File: src/hdl/cbm_pkg.sv
// Shared types and character codes for the bracket matcher.
`timescale 1ns / 1ps
`default_nettype none
package cbm_pkg;

    localparam int POS_OUT_W = 16;
    localparam int CNT_OUT_W = 7;
    localparam int KIND_W    = 2;

    localparam logic [15:0] CH_CURLY_OPEN  = 16'h007B;
    localparam logic [15:0] CH_ROUND_OPEN  = 16'h0028;
    localparam logic [15:0] CH_SQUARE_OPEN = 16'h005B;
    localparam logic [15:0] CH_CURLY_CLOSE = 16'h007D;
    localparam logic [15:0] CH_ROUND_CLOSE = 16'h0029;
    localparam logic [15:0] CH_SQUARE_CLOSE = 16'h005D;
    localparam logic [15:0] CH_NEWLINE     = 16'h000A;
    localparam logic [15:0] CH_DQUOTE      = 16'h0022;
    localparam logic [15:0] CH_SQUOTE      = 16'h0027;
    localparam logic [15:0] CH_BACKSLASH   = 16'h005C;
    localparam logic [15:0] CH_SLASH       = 16'h002F;
    localparam logic [15:0] CH_STAR        = 16'h002A;

    typedef enum logic [KIND_W-1:0] {
        KIND_CURLY  = 2'd0,
        KIND_ROUND  = 2'd1,
        KIND_SQUARE = 2'd2
    } kind_t;

    // Shift command for the row of stack cells
    typedef struct packed {
        logic push;
        logic pop;
    } stack_op_t;

    typedef struct packed {
        logic                 pair_found;
        logic [POS_OUT_W-1:0] open_position;
        logic [POS_OUT_W-1:0] close_position;
        logic [CNT_OUT_W-1:0] open_curly;
        logic [CNT_OUT_W-1:0] open_round;
        logic                 overflowed;
        logic                 final_res;
    } result_t;

endpackage
`default_nettype wire

File: src/hdl/cbm_stack_cell.sv
// One entry of the shifting opener stack.
`timescale 1ns / 1ps
`default_nettype none
module cbm_stack_cell #(
    parameter int ENTRY_W = 18
) (
    input  wire logic               aclk,
    input  wire cbm_pkg::stack_op_t op,
    input  wire logic [ENTRY_W-1:0] push_data,
    input  wire logic [ENTRY_W-1:0] pop_data,
    output logic      [ENTRY_W-1:0] entry
);

    logic [ENTRY_W-1:0] entry_reg;
    logic [ENTRY_W-1:0] entry_next;

    // push moves everything one cell deeper, pop pulls it one cell up
    always_comb begin
        entry_next = entry_reg;
        if (op.push) begin
            entry_next = push_data;
        end else if (op.pop) begin
            entry_next = pop_data;
        end
    end

    always_ff @(posedge aclk) begin
        entry_reg <= entry_next;
    end

    assign entry = entry_reg;

endmodule
`default_nettype wire

File: src/hdl/cbm_lexer.sv
// Lexer, bracket bookkeeping and stack control for one code unit per cycle while accept is high.
`timescale 1ns / 1ps
`default_nettype none
module cbm_lexer #(
    parameter int STACK_DEPTH   = 64,
    parameter int POSITION_BITS = 16
) (
    input  wire logic                  aclk,
    input  wire logic                  aresetn,
    input  wire logic                  accept,
    input  wire logic [15:0]           code_unit,
    input  wire logic                  end_of_text,
    input  wire logic [POSITION_BITS+cbm_pkg::KIND_W-1:0] top_entry,
    output cbm_pkg::stack_op_t         op,
    output logic [POSITION_BITS+cbm_pkg::KIND_W-1:0] push_entry,
    output cbm_pkg::result_t           result
);

    localparam int ENTRY_W = POSITION_BITS + cbm_pkg::KIND_W;
    localparam int FILL_W  = $clog2(STACK_DEPTH + 1);
    localparam int IDX_W   = POSITION_BITS + 1;

    typedef enum logic [2:0] {
        MODE_CODE,
        MODE_LINE,
        MODE_BLOCK,
        MODE_STR,
        MODE_CHR
    } mode_t;

    mode_t              mode_reg, mode_next;
    logic               pend_reg, pend_next;
    logic [FILL_W-1:0]  fill_reg, fill_next;
    logic [FILL_W-1:0]  curly_reg, curly_next;
    logic [FILL_W-1:0]  round_reg, round_next;
    logic [IDX_W-1:0]   index_reg, index_next;
    logic               ovf_reg, ovf_next;

    logic               code_path;
    logic               is_open, is_close;
    cbm_pkg::kind_t     kind;
    logic               push_ok, pop_ok;
    logic               pos_over;
    logic               stack_full;
    logic [POSITION_BITS-1:0] pos;

    assign pos        = index_reg[POSITION_BITS-1:0];
    assign pos_over   = index_reg[POSITION_BITS];
    assign stack_full = (fill_reg == FILL_W'(STACK_DEPTH));

    always_comb begin
        mode_next = mode_reg;
        pend_next = pend_reg;
        code_path = 1'b0;
        unique case (mode_reg)
            MODE_CODE: begin
                if (pend_reg) begin
                    pend_next = 1'b0;
                    if (code_unit == cbm_pkg::CH_SLASH) begin
                        mode_next = MODE_LINE;
                    end else if (code_unit == cbm_pkg::CH_STAR) begin
                        mode_next = MODE_BLOCK;
                    end else begin
                        code_path = 1'b1;
                    end
                end else begin
                    code_path = 1'b1;
                end
                if (code_path) begin
                    if (code_unit == cbm_pkg::CH_SLASH) begin
                        pend_next = 1'b1;
                    end else if (code_unit == cbm_pkg::CH_DQUOTE) begin
                        mode_next = MODE_STR;
                    end else if (code_unit == cbm_pkg::CH_SQUOTE) begin
                        mode_next = MODE_CHR;
                    end
                end
            end
            MODE_LINE: begin
                if (code_unit == cbm_pkg::CH_NEWLINE) begin
                    mode_next = MODE_CODE;
                end
            end
            MODE_BLOCK: begin
                if (pend_reg && code_unit == cbm_pkg::CH_SLASH) begin
                    mode_next = MODE_CODE;
                    pend_next = 1'b0;
                end else begin
                    pend_next = (code_unit == cbm_pkg::CH_STAR);
                end
            end
            MODE_STR, MODE_CHR: begin
                if (pend_reg) begin
                    pend_next = 1'b0;
                end else if (code_unit == cbm_pkg::CH_BACKSLASH) begin
                    pend_next = 1'b1;
                end else if ((mode_reg == MODE_STR && code_unit == cbm_pkg::CH_DQUOTE) ||
                             (mode_reg == MODE_CHR && code_unit == cbm_pkg::CH_SQUOTE)) begin
                    mode_next = MODE_CODE;
                end
            end
            default: begin
                mode_next = MODE_CODE;
                pend_next = 1'b0;
            end
        endcase
    end

    // bracket decode, only meaningful on the code path
    always_comb begin
        is_open  = 1'b0;
        is_close = 1'b0;
        kind     = cbm_pkg::KIND_CURLY;
        case (code_unit)
            cbm_pkg::CH_CURLY_OPEN:   begin is_open  = 1'b1; kind = cbm_pkg::KIND_CURLY;  end
            cbm_pkg::CH_ROUND_OPEN:   begin is_open  = 1'b1; kind = cbm_pkg::KIND_ROUND;  end
            cbm_pkg::CH_SQUARE_OPEN:  begin is_open  = 1'b1; kind = cbm_pkg::KIND_SQUARE; end
            cbm_pkg::CH_CURLY_CLOSE:  begin is_close = 1'b1; kind = cbm_pkg::KIND_CURLY;  end
            cbm_pkg::CH_ROUND_CLOSE:  begin is_close = 1'b1; kind = cbm_pkg::KIND_ROUND;  end
            cbm_pkg::CH_SQUARE_CLOSE: begin is_close = 1'b1; kind = cbm_pkg::KIND_SQUARE; end
            default: ;
        endcase
    end

    assign push_ok = code_path && is_open && !stack_full && !pos_over;
    assign pop_ok  = code_path && is_close && (fill_reg != '0) &&
                     (top_entry[ENTRY_W-1 -: cbm_pkg::KIND_W] == kind);

    always_comb begin
        fill_next  = fill_reg;
        curly_next = curly_reg;
        round_next = round_reg;
        ovf_next   = ovf_reg;
        index_next = pos_over ? index_reg : index_reg + IDX_W'(1);
        if (code_path && is_open && !push_ok) begin
            ovf_next = 1'b1;
        end
        if (push_ok) begin
            fill_next = fill_reg + FILL_W'(1);
            if (kind == cbm_pkg::KIND_CURLY) begin
                curly_next = curly_reg + FILL_W'(1);
            end else begin
                round_next = round_reg + FILL_W'(1);
            end
        end
        if (pop_ok) begin
            fill_next = fill_reg - FILL_W'(1);
            if (kind == cbm_pkg::KIND_CURLY) begin
                if (curly_reg != '0) curly_next = curly_reg - FILL_W'(1);
            end else begin
                if (round_reg != '0) round_next = round_reg - FILL_W'(1);
            end
            if (pos_over) begin
                ovf_next = 1'b1;
            end
        end
    end

    always_ff @(posedge aclk) begin
        if (!aresetn) begin
            mode_reg  <= MODE_CODE;
            pend_reg  <= 1'b0;
            fill_reg  <= '0;
            curly_reg <= '0;
            round_reg <= '0;
            index_reg <= '0;
            ovf_reg   <= 1'b0;
        end else if (accept) begin
            if (end_of_text) begin
                mode_reg  <= MODE_CODE;
                pend_reg  <= 1'b0;
                fill_reg  <= '0;
                curly_reg <= '0;
                round_reg <= '0;
                index_reg <= '0;
                ovf_reg   <= 1'b0;
            end else begin
                mode_reg  <= mode_next;
                pend_reg  <= pend_next;
                fill_reg  <= fill_next;
                curly_reg <= curly_next;
                round_reg <= round_next;
                index_reg <= index_next;
                ovf_reg   <= ovf_next;
            end
        end
    end

    assign op.push    = accept && push_ok;
    assign op.pop     = accept && pop_ok;
    assign push_entry = {kind, pos};

    always_comb begin
        result.pair_found     = pop_ok && !pos_over;
        result.open_position  = '0;
        result.close_position = '0;
        if (pop_ok && !pos_over) begin
            result.open_position  = cbm_pkg::POS_OUT_W'(top_entry[POSITION_BITS-1:0]);
            result.close_position = cbm_pkg::POS_OUT_W'(pos);
        end
        result.open_curly = (32'(curly_next) > 32'd127) ? 7'd127 :
                            cbm_pkg::CNT_OUT_W'(curly_next);
        result.open_round = (32'(round_next) > 32'd127) ? 7'd127 :
                            cbm_pkg::CNT_OUT_W'(round_next);
        result.overflowed = ovf_next;
        result.final_res  = end_of_text;
    end

endmodule
`default_nettype wire

File: src/hdl/cbm_out_skid.sv
// Output register with a skid stage for the result channel.
`timescale 1ns / 1ps
`default_nettype none
module cbm_out_skid (
    input  wire logic             aclk,
    input  wire logic             aresetn,
    input  wire logic             in_valid,
    output logic                  in_ready,
    input  wire cbm_pkg::result_t in_data,
    output logic                  out_valid,
    input  wire logic             out_ready,
    output cbm_pkg::result_t      out_data
);

    logic             main_valid_reg;
    logic             skid_valid_reg;
    cbm_pkg::result_t main_reg;
    cbm_pkg::result_t skid_reg;
    logic             take_out;

    assign in_ready = !skid_valid_reg;
    assign take_out = main_valid_reg && out_ready;

    always_ff @(posedge aclk) begin
        if (!aresetn) begin
            main_valid_reg <= 1'b0;
            skid_valid_reg <= 1'b0;
        end else if (skid_valid_reg) begin
            if (take_out) begin
                main_reg       <= skid_reg;
                skid_valid_reg <= 1'b0;
            end
        end else if (in_valid) begin
            if (!main_valid_reg || take_out) begin
                main_reg       <= in_data;
                main_valid_reg <= 1'b1;
            end else begin
                skid_reg       <= in_data;
                skid_valid_reg <= 1'b1;
            end
        end else if (take_out) begin
            main_valid_reg <= 1'b0;
        end
    end

    assign out_valid = main_valid_reg;
    assign out_data  = main_reg;

endmodule
`default_nettype wire

File: src/hdl/code_bracket_matcher.sv
// Top level: bracket matcher over a stream of text code units.
//
//  channel | dir | tdata                                  | tuser      | tlast
//  s_      | in  | [15:0] code_unit                       | -          | end_of_text
//  m_      | out | open_pos, close_pos, curly, round, ovf | pair_found | final_res
//
// One code unit per cycle while s_tready is high, one registered result
// per unit. The lexer and stack top decide each unit combinationally;
// the opener stack is a row of cells that shift on push/pop.
// Reset (synchronous, active low) clears lexer state, counts and fill; stack
// cells keep no reset. A two-entry output stage keeps input flowing for one
// beat of output stall; s_tready drops only while both entries are full.
`timescale 1ns / 1ps
`default_nettype none
module code_bracket_matcher #(
    parameter int STACK_DEPTH   = 64,
    parameter int POSITION_BITS = 16
) (
    input  wire logic        aclk,
    input  wire logic        aresetn,
    input  wire logic        s_tvalid,
    output logic             s_tready,
    input  wire logic [15:0] s_tdata,   // [15:0] code_unit
    input  wire logic        s_tlast,
    output logic             m_tvalid,
    input  wire logic        m_tready,
    // [15:0] open_position, [31:16] close_position, [38:32] open_curly,
    // [45:39] open_round, [46] overflowed, [47] zero
    output logic [47:0]      m_tdata,
    output logic             m_tuser,   // [0] pair_found
    output logic             m_tlast
);

    localparam int ENTRY_W = POSITION_BITS + cbm_pkg::KIND_W;

    logic               accept;
    cbm_pkg::stack_op_t op;
    logic [ENTRY_W-1:0] push_entry;
    logic [ENTRY_W-1:0] entries [STACK_DEPTH];
    cbm_pkg::result_t   lex_result;
    cbm_pkg::result_t   out_result;

    assign accept = s_tvalid && s_tready;

    cbm_lexer #(
        .STACK_DEPTH   (STACK_DEPTH),
        .POSITION_BITS (POSITION_BITS)
    ) u_lexer (
        .aclk        (aclk),
        .aresetn     (aresetn),
        .accept      (accept),
        .code_unit   (s_tdata),
        .end_of_text (s_tlast),
        .top_entry   (entries[0]),
        .op          (op),
        .push_entry  (push_entry),
        .result      (lex_result)
    );

    for (genvar i = 0; i < STACK_DEPTH; i++) begin : g_cell
        logic [ENTRY_W-1:0] from_above;
        logic [ENTRY_W-1:0] from_below;
        if (i == 0) begin : g_head
            assign from_above = push_entry;
        end else begin : g_body
            assign from_above = entries[i-1];
        end
        if (i == STACK_DEPTH - 1) begin : g_tail
            assign from_below = '0;
        end else begin : g_inner
            assign from_below = entries[i+1];
        end
        cbm_stack_cell #(
            .ENTRY_W (ENTRY_W)
        ) u_cell (
            .aclk      (aclk),
            .op        (op),
            .push_data (from_above),
            .pop_data  (from_below),
            .entry     (entries[i])
        );
    end

    cbm_out_skid u_out (
        .aclk      (aclk),
        .aresetn   (aresetn),
        .in_valid  (s_tvalid),
        .in_ready  (s_tready),
        .in_data   (lex_result),
        .out_valid (m_tvalid),
        .out_ready (m_tready),
        .out_data  (out_result)
    );

    assign m_tdata = {1'b0, out_result.overflowed, out_result.open_round,
                      out_result.open_curly, out_result.close_position,
                      out_result.open_position};
    assign m_tuser = out_result.pair_found;
    assign m_tlast = out_result.final_res;

endmodule
`default_nettype wire

File: config.mk
export PLATFORM = sky130hd
export DESIGN_NAME = code_bracket_matcher
export DESIGN_NICKNAME = d
export VERILOG_FILES = /design/src/hdl/cbm_pkg.sv /design/src/hdl/cbm_stack_cell.sv /design/src/hdl/cbm_lexer.sv /design/src/hdl/cbm_out_skid.sv /design/src/hdl/code_bracket_matcher.sv
export SDC_FILE = /design/constraint.sdc
export NUM_CORES = 1
export LEC_CHECK = 0
export BUFFER_PORTS_ARGS = -buffer_cell sky130_fd_sc_hd__buf_2
export CORE_ASPECT_RATIO = 0.8
export CORE_MARGIN = 2
export CORE_UTILIZATION = 38
export DETAILED_ROUTE_END_ITERATION = 7
export PLACE_DENSITY_LB_ADDON = 0.1
export SKIP_CTS_REPAIR_TIMING = 1
export SLEW_MARGIN = 20
export SYNTH_ARGS = -nofsm -noshare
export SYNTH_HDL_FRONTEND = slang
export SYNTH_HIERARCHICAL = 1
export SYNTH_SLANG_ARGS = --single-unit
File: constraint.sdc
create_clock -name aclk -period 10.2 [get_ports aclk]
set_clock_uncertainty 0.15 [all_clocks]
set_input_delay 1.02 -clock aclk [delete_from_list [all_inputs] [get_ports aclk]]
set_output_delay 1.02 -clock aclk [all_outputs]
set_load 0.01 [all_outputs]
Word level (Yosys, flattened, before mapping). Cells that the tools add are included.

Register bits after elaboration: 1295. Input port bits: 21. Output and inout bits: 52. Logic and storage cells: 358.

Add/subtract/negate cells: 7. Equal/unequal tests: 27. Mux-type cells: 190. Bitwise gates (word level): 2. Reduce and logical (&&, ||, !) cells: 44.

Operators by type and width (number): 18-bit 2-to-1 mux (128); 49-bit 2-to-1 mux (4); 7-bit 2-to-1 mux (15); 16-bit by 6-bit equality test with 1-bit output (second input constant) (6); 16-bit by 7-bit equality test with 1-bit output (second input constant) (5); 3-bit 2-to-1 mux (13); 17-bit 2-to-1 mux (2); 32-bit 2-to-1 mux (1); 1-bit 2-to-1 mux (24); 7-bit by 1-bit adder with 7-bit output (second input constant) (3); 7-bit nonzero test (3); 7-bit by 1-bit subtractor with 7-bit output (second input constant) (3); 17-bit by 1-bit adder with 17-bit output (second input constant) (1); 16-bit by 4-bit equality test with 1-bit output (second input constant) (1); 1-bit logical AND (15); 3-bit one-hot mux with 4 select lines (1); 3-bit by 2-bit != test with 1-bit output (second input constant) (3); 4-bit AND reduction (2); 2-bit nonzero test (4); 7-bit equality test (second input constant) (1); 3-bit by 2-bit equality test with 1-bit output (second input constant) (2); 2-bit != test (second input constant) (3); 3-bit != test (second input constant) (2); 2-bit AND reduction (3); other kinds (16) (25).

Depth between registers and ports, before layout. Gate-level depths: netlist (run 1).

Depth after elaboration: 17. Gate-level depth with buffers: 13. Gate-level depth less buffers: 12.

Cells and area by module. The synthesis (run 1) kept the hierarchy.

Modules (own cells, without submodules): cbm_stack_cell (times used 64, cells each 39, area each 814.5 um^2, seq. area each 540.5 um^2); cbm_out_skid (times used 1, cells each 167, area each 3696.0 um^2, seq. area each 2982.9 um^2); cbm_lexer (times used 1, cells each 448, area each 3492.1 um^2, seq. area each 860.8 um^2); code_bracket_matcher (times used 1, cells each 3, area each 17.5 um^2, seq. area each 0.0 um^2).

Least setup slack after synthesis (run 1). OpenSTA, ideal clock, no wires.

Path kind: input port to flip-flop. Start: input port s_tdata[14]. End: register g_cell[0].u_cell.entry_reg[0] (enable). Library setup time: 375 ps. Arrival: 5574 ps. Data required time: 9675 ps. Slack: 4101 ps. Stages on the path: 8. Path buffers: 3. Cell sequence: or4_4 -> or3_1 -> buf_4 -> nor4_4 -> and2_1 -> buf_6 -> buf_12 -> or2_1.

RTL lines: start, declared (RTL line code_bracket_matcher.sv:23) `input wire logic [15:0] s_tdata,`; end signal, assigned (RTL line cbm_stack_cell.sv:28) `entry_reg <= entry_next;`; end, declared (RTL line cbm_stack_cell.sv:14) `logic [ENTRY_W-1:0] entry_reg;`.

==> metrics.txt, run 1 <==
Routed WL 112 mm; FMAX 0.199 GHz; number of placed I/O pins 73; RD Place Congestion 0.752; number of buffer and inverter stages on the critical path 3; average footprint of a synthesized cell 19.1 µm²; hold wc startpoint u_lexer/ovf_reg$_SDFFE_PN0P_; ratio of routed vias to standard cells 5.03; root buffer cell sky130_fd_sc_hd__clkbuf_16; initial antenna violation count 1; fraction of the mapped netlist area in adder cells 0.287%; Post-layout nets 3232; Synth async-reset ratio 0%; endpoint class of the critical path flop; CTS HTree Levels 4; CTS buffer count 144; placeable core region 155000 µm²; final routed DRC violation total 0; number of cells traversed by the worst register-to-register path 7; Max-cap violations 0; result of the run completed; data arrival at the endpoint of the critical path 5390 ps; data required time of the worst path 10550 ps; number of hold violations in the final report 0; final critical path time including I/O delays and setup 5040 ps; sequential cell area fraction in the yosys report 64.8%; number of detailed-route iterations in the first pass 6; Top Family by Delay on Critical Path simple AND/OR/NAND/NOR gates; fraction of the cycle the final worst path needs 49.4%; launch instance of the worst register-to-register path u_lexer/mode_reg[1]$_SDFFE_PN0P_; floorplan die width 446 µm; sum of negative setup slack 0 ps; Yosys warnings 6; critical path, cell by cell buf_2, or4_4, or3_1, nor4_4, and2_4, buf_4, buf_12, mux2_2; number of flops mapped to enable cells by yosys 1250; largest net degree at the start of global routing 157; area leader, netlist sky130_fd_sc_hd__edfxtp_1; Sequential cell area 38400 µm²; cell count after synthesis 3114; number of flip-flops in the largest register 1152; static leakage 20.6 nW; fill cell total of the finished layout 13700; clock transition at the register clock pins on the worst setup and hold paths after CTS 60 ps; sink count of the clock tree 1295; Finish-stage setup viols 0; number of library cell types mapped by synthesis 74; worst reg2reg endpoint g_cell[9].u_cell/entry[4]$_DFFE_PP_; effective utilization at floorplan 38.3%; antenna viol nets, final 0; die height 357 µm; kind of launch point of the worst setup path primary input; post-synthesis instance area 59300 µm²; area share of and/or/nand/nor cells after synthesis 2.87%; global-route wire length before repair 173 mm; fraction of synthesized cell area taken by the top area cell type 63.3%; Worst VDD drop 155 µV; top cells by area, synth sky130_fd_sc_hd__edfxtp_1 (63%), sky130_fd_sc_hd__mux2_4 (15%), sky130_fd_sc_hd__mux2_2 (12%), sky130_fd_sc_hd__buf_12 (2.2%), sky130_fd_sc_hd__dfxtp_1 (1.5%); dominant combinational cell family by area after synthesis multiplexers; routed vias 26900; setup ws final 5160 ps; Synth Area in XOR/XNOR 0.369%; synthesis-stage register bit count 1295; maximum fanout encountered on the critical timing path 142; unrepaired setup endpoints after global routing false; total area of multi-input combinational cells 18600 µm²; start-to-end type of the worst setup path primary input to flop; # diodes 0; end point of the worst hold path u_lexer/ovf_reg$_SDFFE_PN0P_; clock insertion delay at the later pin of the skew report 760 ps; # port buffers 71; max-slew headroom at the worst pin 18.1%; TritonCTS clock tree done; Min-Delay Path Depth 2; worst setup slack after placement 4230 ps; overflow left after global routing 0; area of the die 159000 µm²; average wire per standard cell 21.0 µm; setup slack on the worst flop-to-flop path 5690 ps; synthesis-to-layout area growth 9.03%; vias in the first global route 28300; Placement Rows 129; PwrDens 166 nW/µm²; post-detail-place hpwl 72.9 mm; multiplexer share of the synthesized area 26.6%; share of the synthesized area in compound gates (AO/OA/AOI/OAI) 1.08%; CP max-delay cell sky130_fd_sc_hd__buf_12; hold crit path type flop to flop; Primary FF master, synth sky130_fd_sc_hd__edfxtp_1; longest individual stage delay on the worst path 700 ps; number of buffers on the longest clock path 3; total routing usage reported by global routing 13.9%; pin slew with the least headroom to its limit 1230 ps; detailed router's first-iteration violation count 2050; layout cells sized above 1 46.4%; total count of max-transition violations in the final report 0
## Yosys cell counts, types with 16 or more instances
cell type / number
sky130_fd_sc_hd__buf_6: 70
sky130_fd_sc_hd__edfxtp_1: 1250
sky130_fd_sc_hd__dfxtp_1: 45
sky130_fd_sc_hd__or2_1: 64
sky130_fd_sc_hd__nor2_1: 43
sky130_fd_sc_hd__mux2_4: 576
sky130_fd_sc_hd__and2_1: 38
sky130_fd_sc_hd__nand3_1: 19
sky130_fd_sc_hd__mux2_2: 628
sky130_fd_sc_hd__o21ai_0: 17
sky130_fd_sc_hd__a21oi_1: 21
sky130_fd_sc_hd__buf_12: 64
sky130_fd_sc_hd__nand2_1: 27
sky130_fd_sc_hd__clkbuf_1: 17
sky130_fd_sc_hd__buf_4: 20
sky130_fd_sc_hd__inv_1: 16
## power breakdown
group	internal (W)	leakage, nW	total, W	switching (W)
Clock	0.00282	2.17	0.00489	0.00207
Combinational	0.0000343	7.66	0.0000855	0.0000513
Sequential	0.00576	10.7	0.00577	0.00000521
## cell families after synthesis
| family | after synthesis |
|---|---|
| simple gates | 285 |
| buf+inv | 189 |
| xor+xnor | 25 |
| compound gates | 93 |
| mux | 1213 |
| other cells | 1 |
| flops | 1295 |
| fa+ha+maj | 13 |
## layer usage
metal  track usage, %  part of all wire, %  vias to the layer above
li1                 -                    -                    12300
met1             21.8                   54                    13900
met2             19.3                   41                      527
met3             2.46                  3.8                      171
met4             4.09                  2.0                        0
met5                0                    0                        -
## layout by cell type, fill, tap and decap left out, drive strengths merged, types with 4 or more instances in the layout
master	netlist	routed
dfxtp	45	45
bufinv	0	5
a31oi	5	5
edfxtp	1250	1250
o21ai	21	21
nand4	7	7
nand3	20	20
nand2	27	27
a21oi	23	23
nor2b	8	8
nor4	15	15
clkinv	0	67
nor4b	4	4
mux2	1204	1204
inv	16	20
mux2i	9	9
or2	68	68
nand2b	11	11
ha	12	12
xnor2	13	13
nor3b	5	5
clkbuf	17	180
a22o	8	8
or4	4	4
buf	156	93
and3	4	4
nor2	44	44
a21o	5	5
or3	13	13
conb	1	19
xor2	12	12
nor3	12	12
and2	38	38
## layout make-up
cell class,instances,share of cell area (%)
clock buffers,180,6.02
clock inverters,79,0.783
inverters,16,0.0928
well taps,2030,3.93
multi-input cells,1648,28.8
flip-flops and latches,1295,59.4
repair buffers,93,0.950
## worst reg2reg max path: cells and delay by family, from the launching register on
family | cells | cell delay, ps
AND/OR/NAND/NOR | 4 | 1720
buffers and inverters | 2 | 1310
multiplexers | 1 | 690
flip-flops | 1 | 380
## per-stage QoR
stage	std cells	total power, W	util [%]	instance area (µm²)	hold slack [ps]
3_3_place_gp	5080	0.00596	38.9	60300	309
4_1_cts	5339	0.0109	41.8	64700	319
6_report	5341	0.0107	41.8	64700	333
5_1_grt	5341	0.0111	41.8	64700	352
3_5_place_dp	5080	0.00597	38.9	60300	319
2_1_floorplan	3132	0.00594	-	59400	293
## worst max-delay path by stage
stage,startpoint,depth (start not counted),slack (ps),to
2_1_floorplan,s_tdata[14],8,4100,g_cell[0].u_cell/entry[0]$_DFFE_PP_
3_3_place_gp,s_tdata[14],7,4410,g_cell[61].u_cell/entry[3]$_DFFE_PP_
3_5_place_dp,s_tdata[14],7,4230,g_cell[61].u_cell/entry[3]$_DFFE_PP_
4_1_cts,s_tdata[14],7,5070,g_cell[61].u_cell/entry[5]$_DFFE_PP_
5_1_grt,s_tdata[14],7,5020,g_cell[63].u_cell/entry[14]$_DFFE_PP_
6_report,s_tdata[14],8,5160,g_cell[9].u_cell/entry[4]$_DFFE_PP_
No activity file was read; power rests on OpenSTA's default activity.
==> inputs of run 2 (changes only) <==
==> constraint.sdc (replaced) <==
create_clock -name aclk -period 4.25 [get_ports aclk]
set_clock_uncertainty 0.15 [all_clocks]
set_input_delay 0.425 -clock aclk [delete_from_list [all_inputs] [get_ports aclk]]
set_output_delay 0.425 -clock aclk [all_outputs]
set_load 0.01 [all_outputs]
==> run 2 against run 1 <==
Net effect: the flow now finishes with violations (hold timing); clock power up 140%; power increased by 140%; core utilization up 0.97 points; setup slack worse by 4400 ps; non-clock buffer count is 139 higher; critical path depth grew 4; via count is 0.57% higher.
==> metrics.txt, run 2 (synthesized netlist as in run 1, its figures left out) <==
antenna viol nets, final 0 (unchanged); number of placed I/O pins 73 (unchanged); Min-Delay Path Depth 4 (+2); die height 357 µm (unchanged); end point of the worst hold path u_lexer/pend_reg$_SDFFE_PN0P_; Post-layout nets 3368 (+4.2%); Max-cap violations 0 (unchanged); PwrDens 386 nW/µm² (+130%); total count of max-transition violations in the final report 0 (unchanged); pin slew with the least headroom to its limit 1070 ps (-156 ps); total area of multi-input combinational cells 18600 µm² (unchanged); relative contribution of the clock network to total power 45.0% (-0.5 points); ratio of routed vias to standard cells 4.94 (-1.8%); clock insertion delay at the later pin of the skew report 760 ps (about the same); # diodes 0 (unchanged); Worst VDD drop 327 µV (+110%); post-detail-place hpwl 74.1 mm (+1.7%); sink count of the clock tree 1295 (unchanged); final critical path time including I/O delays and setup 3530 ps; TritonCTS clock tree done; FMAX 0.283 GHz; global-route wire length before repair 170 mm (-1.6%); proportion of power drawn by combinational gates 0.8% (about the same); final routed DRC violation total 0 (unchanged); worst reg2reg endpoint u_lexer/fill_reg[6]$_SDFFE_PN0P_; layout cells sized above 1 47.7% (+1.3 points); vias in the first global route 28000 (-1.1%); Sequential cell area 38400 µm² (unchanged); number of hold violations in the final report 1 (+1); commonest cells after routing, fill and taps aside sky130_fd_sc_hd__edfxtp_1 (1250), sky130_fd_sc_hd__mux2_2 (628), sky130_fd_sc_hd__mux2_4 (576), sky130_fd_sc_hd__clkbuf_16 (146), sky130_fd_sc_hd__buf_4 (97); maximum fanout encountered on the critical timing path 8 (-94%); violations in the final reports hold timing; area of the die 159000 µm² (unchanged); post-layout instance area 66200 µm² (+2.3%); largest net degree at the start of global routing 60 (-62%); sum of negative setup slack 0 ps (unchanged); result of the run finished, violations left; effective utilization at floorplan 38.3% (unchanged); overflow left after global routing 0 (unchanged); post-route core utilization 42.8% (+0.97 points); Routed WL 109 mm (-2.7%); start-to-end type of the worst setup path flop to flop; number of detailed-route iterations in the first pass 5 (-1); endpoint class of the critical path flop; commonest non-fill, non-tap cell in the layout sky130_fd_sc_hd__edfxtp_1; static leakage 21.3 nW (+3.8%); part of the power in registers 54.2% (+0.5 points); clock transition at the register clock pins on the worst setup and hold paths after CTS 60 ps (about the same); root buffer cell sky130_fd_sc_hd__clkbuf_16; kind of launch point of the worst setup path flop; final-layout worst hold slack -26.3 ps (-359 ps); average wire per standard cell 19.9 µm (-5.0%); number of cells traversed by the worst register-to-register path 12 (+5); data required time of the worst path 4780 ps (-5770 ps); data arrival at the endpoint of the critical path 4070 ps (-1320 ps); unrepaired setup endpoints after global routing false; RD Place Congestion 0.776 (+3.1%); max-slew headroom at the worst pin 28.3% (+10 points); initial antenna violation count 0 (-1); total routing usage reported by global routing 13.6% (-0.29 points); synthesis-to-layout area growth 11.6%; detailed router's first-iteration violation count 1869 (-8.8%); Finish-stage setup viols 0 (unchanged); hold crit path type primary input to flop; Placement Rows 129 (unchanged); fill cell total of the finished layout 13500 (-1.5%); number of flip-flops in the largest register 1152 (unchanged); fraction of the cycle the final worst path needs 83.1%; CTS buffer count 141 (-2.1%); sw frac 19.9% (+0.10 points); CTS HTree Levels 4 (unchanged); internal power 0.0205 W (+140%); net switching power figure 0.00508 W (+140%); routed vias 27000 (+0.57%); Total Power 0.0255 W (+140%); placeable core region 155000 µm² (unchanged); launch instance of the worst register-to-register path u_lexer/mode_reg[1]$_SDFFE_PN0P_; Area after DPL 61900 µm² (+2.7%); # port buffers 71 (unchanged); setup slack on the worst flop-to-flop path 720 ps (-4970 ps); number of buffers on the longest clock path 3 (unchanged); hold wc startpoint s_tdata[5]; floorplan die width 446 µm (unchanged)
run 2: worst max path at each step:
stage / from / slack [ps] / endpoint / cells after the start
after floorplan: s_tdata[14] / 220 / g_cell[0].u_cell/entry[0]$_DFFE_PP_ / 8
after global placement: s_tdata[14] / 330 / u_lexer/fill_reg[6]$_SDFFE_PN0P_ / 13
after detailed placement: s_tdata[14] / 290 / u_lexer/fill_reg[6]$_SDFFE_PN0P_ / 13
after CTS: u_lexer/mode_reg[1]$_SDFFE_PN0P_ / 760 / u_lexer/fill_reg[6]$_SDFFE_PN0P_ / 12
after global routing: u_lexer/mode_reg[1]$_SDFFE_PN0P_ / 440 / u_lexer/fill_reg[6]$_SDFFE_PN0P_ / 12
final: u_lexer/mode_reg[1]$_SDFFE_PN0P_ / 720 / u_lexer/fill_reg[6]$_SDFFE_PN0P_ / 12
run 2: area by class of cell:
type / instances / share of cell area (%)
Clock buffer: 184 / 5.75
Clock inverter: 64 / 0.646
Inverter: 16 / 0.0907
Multi-Input combinational cell: 1648 / 28.2
Sequential cell: 1295 / 58.1
Tap cell: 2030 / 3.84
Timing Repair Buffer: 232 / 3.45
run 2: metal layers:
layer	track usage (%)	share of wire [%]	vias up	routed length, µm
met5	0	0	-	0
met4	3.91	1.9	0	2110
met3	2.63	4.0	165	4370
met2	19.1	41	497	44900
met1	21.1	53	13800	57700
li1	-	-	12600	-
run 2: per-stage QoR:
stage | std cells | worst slack [ps]
after floorplan | 3132 | 224
after global placement | 5213 | 330
after detailed placement | 5213 | 291
after CTS | 5461 | 756
after global routing | 5469 | 442
final | 5469 | 718
run 2: worst max-delay path: stages, from the launching register on:
cell and delay (ps):
sky130_fd_sc_hd__dfxtp_1 380, sky130_fd_sc_hd__or3_1 510, sky130_fd_sc_hd__nor4_4 300, sky130_fd_sc_hd__nand3_2 170, sky130_fd_sc_hd__nor3_4 320, sky130_fd_sc_hd__ha_1 320
sky130_fd_sc_hd__a21o_1 170, sky130_fd_sc_hd__a21oi_1 240, sky130_fd_sc_hd__o21bai_1 110, sky130_fd_sc_hd__a21oi_1 190, sky130_fd_sc_hd__mux2i_1 110, sky130_fd_sc_hd__or3_1 310
sky130_fd_sc_hd__a31oi_1 170
run 2: power groups by stage:
stage	sequential [W]	clock, W	combinational (W)
6_report	0.0138	0.0115	0.000212
3_3_place_gp	0.0141	0	0.000201
5_1_grt	0.0138	0.0124	0.000230
2_1_floorplan	0.0141	0	0.000123
3_5_place_dp	0.0141	0	0.000206
4_1_cts	0.0138	0.0119	0.000207
